===== src/design/wfpa_pkg.sv =====
`timescale 1ns / 1ps
// ----------------------------------------------------------------------------
// wfpa_pkg
// Shared constants, codes and controller/datapath link types of the
// worst-fit page allocator.
// ----------------------------------------------------------------------------
package wfpa_pkg;

    localparam int HEAP_PAGES = 1024;
    localparam int PAGE_BYTES = 4096;
    localparam int ADDR_W     = 32;
    localparam int PAGE_SHIFT = $clog2(PAGE_BYTES);
    localparam int PG_W       = $clog2(HEAP_PAGES);       // page / entry index
    localparam int CNT_W      = PG_W + 1;                  // holds HEAP_PAGES + 1
    localparam int PFN_W      = ADDR_W - PAGE_SHIFT;       // page frame number
    localparam int NEED_W     = ADDR_W + 1 - PAGE_SHIFT;   // rounded page count
    localparam logic [31:0] HEAP_BASE_RST = 32'hF600_0000;

    typedef enum logic [1:0] {
        ST_DONE     = 2'd0,
        ST_NOSPACE  = 2'd1,
        ST_NOTFOUND = 2'd2
    } t_status;

    localparam logic REQ_ALLOC = 1'b0;
    localparam logic REQ_FREE  = 1'b1;

    typedef enum logic [3:0] {
        S_INIT,
        S_IDLE,
        S_SCAN,
        S_PICK,
        S_MARK,
        S_RECORD,
        S_LOOKUP,
        S_CLEAR,
        S_SHIFT,
        S_RESP
    } t_state;

    typedef enum logic [3:0] {
        DP_NOP,
        DP_INIT,
        DP_LOAD,
        DP_SCAN,
        DP_PICK,
        DP_MARK,
        DP_RECORD,
        DP_LOOKUP,
        DP_CLEAR,
        DP_SHIFT
    } t_dp_op;

    typedef struct packed {
        t_dp_op op;
        logic   out_load;
    } t_dp_cmd;

    typedef struct packed {
        logic need_bad;
        logic init_last;
        logic scan_done;
        logic best_found;
        logic mark_last;
        logic hit;
        logic miss;
        logic clear_last;
        logic shift_done;
    } t_dp_sts;

endpackage


===== src/design/wfpa_ctrl.sv =====
`timescale 1ns / 1ps
// ----------------------------------------------------------------------------
// wfpa_ctrl
// Controller: request sequencing, datapath commands and output handshake.
// ----------------------------------------------------------------------------
module wfpa_ctrl (
    input  logic              i_clk,
    input  logic              i_rst_n,
    input  logic              i_valid,
    output logic              o_stall,
    input  logic              i_req_type,
    output logic              o_valid,
    input  logic              i_stall,
    output logic [1:0]        o_status,
    output wfpa_pkg::t_dp_cmd o_cmd,
    input  wfpa_pkg::t_dp_sts i_sts
);

    wfpa_pkg::t_state  r_state, n_state;
    wfpa_pkg::t_status r_code, n_code;
    wfpa_pkg::t_status r_out_status;
    logic              r_out_valid;
    logic              accept;
    logic              out_free;

    assign accept   = i_valid && (r_state == wfpa_pkg::S_IDLE);
    assign out_free = !r_out_valid || !i_stall;

    always_comb begin
        n_state = r_state;
        n_code  = r_code;
        case (r_state)
            wfpa_pkg::S_INIT: begin
                if (i_sts.init_last) begin
                    n_state = wfpa_pkg::S_IDLE;
                end
            end
            wfpa_pkg::S_IDLE: begin
                if (accept) begin
                    if (i_req_type == wfpa_pkg::REQ_FREE) begin
                        n_state = wfpa_pkg::S_LOOKUP;
                    end else if (i_sts.need_bad) begin
                        n_code  = wfpa_pkg::ST_NOSPACE;
                        n_state = wfpa_pkg::S_RESP;
                    end else begin
                        n_state = wfpa_pkg::S_SCAN;
                    end
                end
            end
            wfpa_pkg::S_SCAN: begin
                if (i_sts.scan_done) begin
                    n_state = wfpa_pkg::S_PICK;
                end
            end
            wfpa_pkg::S_PICK: begin
                if (i_sts.best_found) begin
                    n_state = wfpa_pkg::S_MARK;
                end else begin
                    n_code  = wfpa_pkg::ST_NOSPACE;
                    n_state = wfpa_pkg::S_RESP;
                end
            end
            wfpa_pkg::S_MARK: begin
                if (i_sts.mark_last) begin
                    n_state = wfpa_pkg::S_RECORD;
                end
            end
            wfpa_pkg::S_RECORD: begin
                n_code  = wfpa_pkg::ST_DONE;
                n_state = wfpa_pkg::S_RESP;
            end
            wfpa_pkg::S_LOOKUP: begin
                if (i_sts.hit) begin
                    n_state = wfpa_pkg::S_CLEAR;
                end else if (i_sts.miss) begin
                    n_code  = wfpa_pkg::ST_NOTFOUND;
                    n_state = wfpa_pkg::S_RESP;
                end
            end
            wfpa_pkg::S_CLEAR: begin
                if (i_sts.clear_last) begin
                    n_state = wfpa_pkg::S_SHIFT;
                end
            end
            wfpa_pkg::S_SHIFT: begin
                if (i_sts.shift_done) begin
                    n_code  = wfpa_pkg::ST_DONE;
                    n_state = wfpa_pkg::S_RESP;
                end
            end
            wfpa_pkg::S_RESP: begin
                if (out_free) begin
                    n_state = wfpa_pkg::S_IDLE;
                end
            end
            default: begin
                n_state = wfpa_pkg::S_IDLE;
            end
        endcase
    end

    always_comb begin
        o_cmd          = '0;
        o_cmd.op       = wfpa_pkg::DP_NOP;
        o_cmd.out_load = 1'b0;
        case (r_state)
            wfpa_pkg::S_INIT:   o_cmd.op = wfpa_pkg::DP_INIT;
            wfpa_pkg::S_IDLE:   o_cmd.op = accept ? wfpa_pkg::DP_LOAD : wfpa_pkg::DP_NOP;
            wfpa_pkg::S_SCAN:   o_cmd.op = wfpa_pkg::DP_SCAN;
            wfpa_pkg::S_PICK:   o_cmd.op = wfpa_pkg::DP_PICK;
            wfpa_pkg::S_MARK:   o_cmd.op = wfpa_pkg::DP_MARK;
            wfpa_pkg::S_RECORD: o_cmd.op = wfpa_pkg::DP_RECORD;
            wfpa_pkg::S_LOOKUP: o_cmd.op = wfpa_pkg::DP_LOOKUP;
            wfpa_pkg::S_CLEAR:  o_cmd.op = wfpa_pkg::DP_CLEAR;
            wfpa_pkg::S_SHIFT:  o_cmd.op = wfpa_pkg::DP_SHIFT;
            wfpa_pkg::S_RESP:   o_cmd.out_load = out_free;
            default: begin
            end
        endcase
    end

    always_ff @(posedge i_clk) begin
        if (!i_rst_n) begin
            r_state     <= wfpa_pkg::S_INIT;
            r_code      <= wfpa_pkg::ST_DONE;
            r_out_valid <= 1'b0;
        end else begin
            r_state <= n_state;
            r_code  <= n_code;
            if (o_cmd.out_load) begin
                r_out_valid <= 1'b1;
            end else if (!i_stall) begin
                r_out_valid <= 1'b0;
            end
        end
    end

    always_ff @(posedge i_clk) begin
        if (o_cmd.out_load) begin
            r_out_status <= r_code;
        end
    end

    assign o_stall  = (r_state != wfpa_pkg::S_IDLE);
    assign o_valid  = r_out_valid;
    assign o_status = r_out_status;

endmodule


===== config.mk =====
export PLATFORM = sky130hd
export DESIGN_NAME = wfpa_ctrl
export DESIGN_NICKNAME = d
export VERILOG_FILES = /design/src/design/wfpa_pkg.sv /design/src/design/wfpa_ctrl.sv
export SDC_FILE = /design/constraint.sdc
export NUM_CORES = 1
export LEC_CHECK = 0
export BUFFER_PORTS_ARGS = -buffer_cell sky130_fd_sc_hd__clkbuf_2
export CAP_MARGIN = 5
export CELL_PAD_IN_SITES_DETAIL_PLACEMENT = 1
export CELL_PAD_IN_SITES_GLOBAL_PLACEMENT = 1
export CORE_ASPECT_RATIO = 0.75
export CORE_MARGIN = 2
export CORE_UTILIZATION = 35
export DETAILED_ROUTE_END_ITERATION = 7
export PLACE_DENSITY = 0.74
export SLEW_MARGIN = 20
export SYNTH_ARGS = -nofsm -noshare
export SYNTH_HDL_FRONTEND = slang
export SYNTH_SLANG_ARGS = --single-unit

===== constraint.sdc =====
create_clock -name i_clk -period 2.8 [get_ports i_clk]
set_clock_uncertainty 0.2 [all_clocks]
set_input_delay 0.56 -clock i_clk [delete_from_list [all_inputs] [get_ports i_clk]]
set_output_delay 0.56 -clock i_clk [all_outputs]
set_load 0.1 [all_outputs]

==> results.md <==
- Largest net degree at the start of global routing: 20
- DRC violations left: 3
- Die width: 58.8 um
- Overall power: 1.05 mW
- Final-stage net count: 129
- Number of hold violations in the final report: 0
- Pwr dens: 1120 nW/um^2
- Fraction of power consumed by the clock network: 9.5%
- Hold-fix buffers, CTS: 0
- Worst setup slack after layout: 129 ps
- Count of port buffers added during placement: 22
- Internal power of the cells: 0.437 mW
- Area occupied by multi-input gates: 528 um^2
- Buffers plus inverters on the worst setup path: 1
- Layout filler cell count: 253
- Worst path top cell family by delay: simple AND/OR/NAND/NOR gates
- Setup repair after global routing missed its margin: false
- Normalized max-slew margin: 58.9%
- Largest stage delay, worst path: 500 ps
- Commonest non-fill, non-tap cells in the layout: clkbuf_2 (20), nand2_1 (8), dfxtp_1 (7), o21ai_1 (5), nor2b_1 (5)
- Register clock-pin slew on the reported worst setup and hold paths: 60 ps
- Measured slew at the worst slew-check pin: 616 ps
- IO Pins: 23
- Total number of vias: 755
- Switching power summed over all nets: 0.611 mW
- Share of the yosys chip area belonging to registers: 25.4%
- Minimum clock period after layout: 2670 ps
- Wire length reported by the detailed router: 2.10 mm
- Overflow left after global routing: 0
- Number of H-tree branching levels: 1
- Global-route wire length before repair: 3.48 mm
- CTS resizes: 0
- Full die area: 2660 um^2
- Switching fraction of total power: 58.3%
- Most frequent standard cell in the layout excluding fill and tap cells: clkbuf_2
- Worst-path fanout max: 19
- Top cells by area in the synthesized netlist: dfxtp_1 (18%), edfxtp_1 (7.6%), nor2b_1 (4.0%)
- Top-area cell type share of the netlist area: 17.7%
- Vias in the first global route: 741
- Arrival time at the worst endpoint: 1910 ps
- Synthesized instance count: 95
- Vertical extent of the die: 45.1 um
- R2R Setup Slk: 670 ps
- Post-synth EDFFs: 2
- Cell with the biggest individual delay on the critical path: dfxtp_1
- Nature of the critical path startpoint: flop
- Total count of max-transition violations in the final report: 0
- Number of buffers inserted during clock tree synthesis: 3
- Starting Density: 38.2%
- # Max-Cap Violations: 0
- Mean Syn Cell Area: 8.31 um^2
- Number of nets with antenna violations after detailed routing: 0
- FF+latch area: 200 um^2
- Core box area: 2070 um^2
- Synthesized netlist net count: 109
- Clock tree root driver cell: clkbuf_4
- Primary FF master, synth: dfxtp_1
- Cell taking the most area after synthesis: dfxtp_1
- Share of final-layout standard cells stronger than drive strength 1: 34.2%
- Std cell rows: 14
- Proportion of synthesized flip-flops having asynchronous set or reset: 0%
- Final Setup Violations: 0
- Worst path cell trace: nand2b_1 -> or3_1 -> o21ai_1 -> clkbuf_2
- Post-layout instance count excluding filler cells: 138
- Source-to-sink clock delay at the later pin of the worst-skew pair: 260 ps
- Aggregate negative setup slack: 0 ps
- FMAX: 374 MHz
- Max VDD drop: 0.430 mV
- Final worst path period share: 95.4%
- Cell count after placement: 134
- Clock sink count: 9
- Initial antenna violation count: 0
- Classification of the worst setup path: reg -> out
- Clock Tree Buf Depth: 2
- Tot GR Track Use: 17.6%
- Endpoint class of the critical path: primary output
- Post-synthesis instance area: 790 um^2
- Run status: complete, but fails checks
- Vias/cell: 5.47
- Worst hold path type: reg -> reg
- Area Overhead vs Synth: 18.9%
- Starting DRC count in detailed routing: 18
- Yosys warnings: 0
- Place WS: 411 ps
- Synth unique cells: 40
- Antenna fix cells: 0
- Required @ worst endpoint: 2040 ps
- Number of detailed-route iterations in the first pass: 6
- Routability-driven placement congestion ratio: 0.786
- CTS tree: yes
- Count of buffers added by post-CTS timing repair for setup: 0
- Post-synthesis sequential element count: 9
- Reg power frac: 23.4%
- Static Leak: 0.354 nW
- Combinational share of power: 67.0%
- Violations in the final reports: design-rule violations
- DR WL/cell: 15.2 um
- Total half-perimeter wirelength after legalization and detailed placement: 1.59 mm
[final timing paths]
path                       to        from  cells after the start
setup / recovery     o_cmd[4]  r_state[2]                      4
setup reg to reg   r_state[3]  r_state[2]                      5
hold / removal    o_status[0]   r_code[0]                      0
hold reg to reg   o_status[0]   r_code[0]                      0
[registers in the layout, summed over array words and instances (netlist names)]
name / flops
o_status: 2
r_state: 4
o_valid: 1
r_code: 2
[metrics by stage]
stage	hold slack (ps)	area, um^2	util, %
global route	258	938	45.4
floorplan	208	801	-
finish	233	938	45.4
detailed placement	216	912	44.1
global placement	216	912	44.1
CTS	230	938	45.4
[cell usage after synthesis (2+ instances only)]
master / instances
a21oi_1: 6
buf_2: 4
buf_4: 2
buf_6: 2
dfxtp_1: 7
edfxtp_1: 2
inv_1: 3
mux2i_1: 3
nand2_1: 8
nand2b_1: 3
nand3_1: 3
nand3b_1: 2
nor2_1: 4
nor2b_1: 5
nor3_1: 3
nor3b_1: 2
o21a_1: 2
o21ai_0: 5
o21ai_1: 4
o31ai_1: 2
or3_1: 3
xor2_1: 2
[power by group through the flow]
stage	sequential, mW	combinational, mW	clock, mW
2_1_floorplan	0.196	0.659	0
3_3_place_gp	0.241	0.692	0
3_5_place_dp	0.247	0.704	0
4_1_cts	0.244	0.706	0.103
5_1_grt	0.253	0.748	0.116
6_report	0.245	0.703	0.0998
[area by class of cell]
| cell class | count | share of cell area (%) |
|---|---|---|
| clock buffer | 4 | 2.80 |
| inverter | 3 | 1.20 |
| multi-input combinational | 74 | 56.3 |
| sequential | 9 | 21.3 |
| tap | 24 | 3.20 |
| timing repair buffer | 24 | 15.2 |
[kinds of logic after synthesis]
logic type      after synthesis  share of synthesized area [%]
buf+inv                      12                           9.19
mux                           4                           5.23
xor+xnor                      2                           2.22
compound gates               29                           28.2
flops                         9                           25.4
simple gates                 39                           29.8
[layer usage]
layer / vias up / global-route usage (%) / part of all wire (%)
met5: - / 0 / 0
li1: 383 / - / -
met3: 2 / 5.16 / 3.6
met4: 0 / 2.73 / 0.71
met1: 354 / 24.8 / 50
met2: 16 / 27.1 / 45
[worst reg2reg max path: cells and delay by family, from the launching register on]
kind	cells	cell delay (ps)
AO/OA/AOI/OAI	4	870
AND/OR/NAND/NOR	1	290
flip-flops	1	710
(Power assumes the default switching activity.)
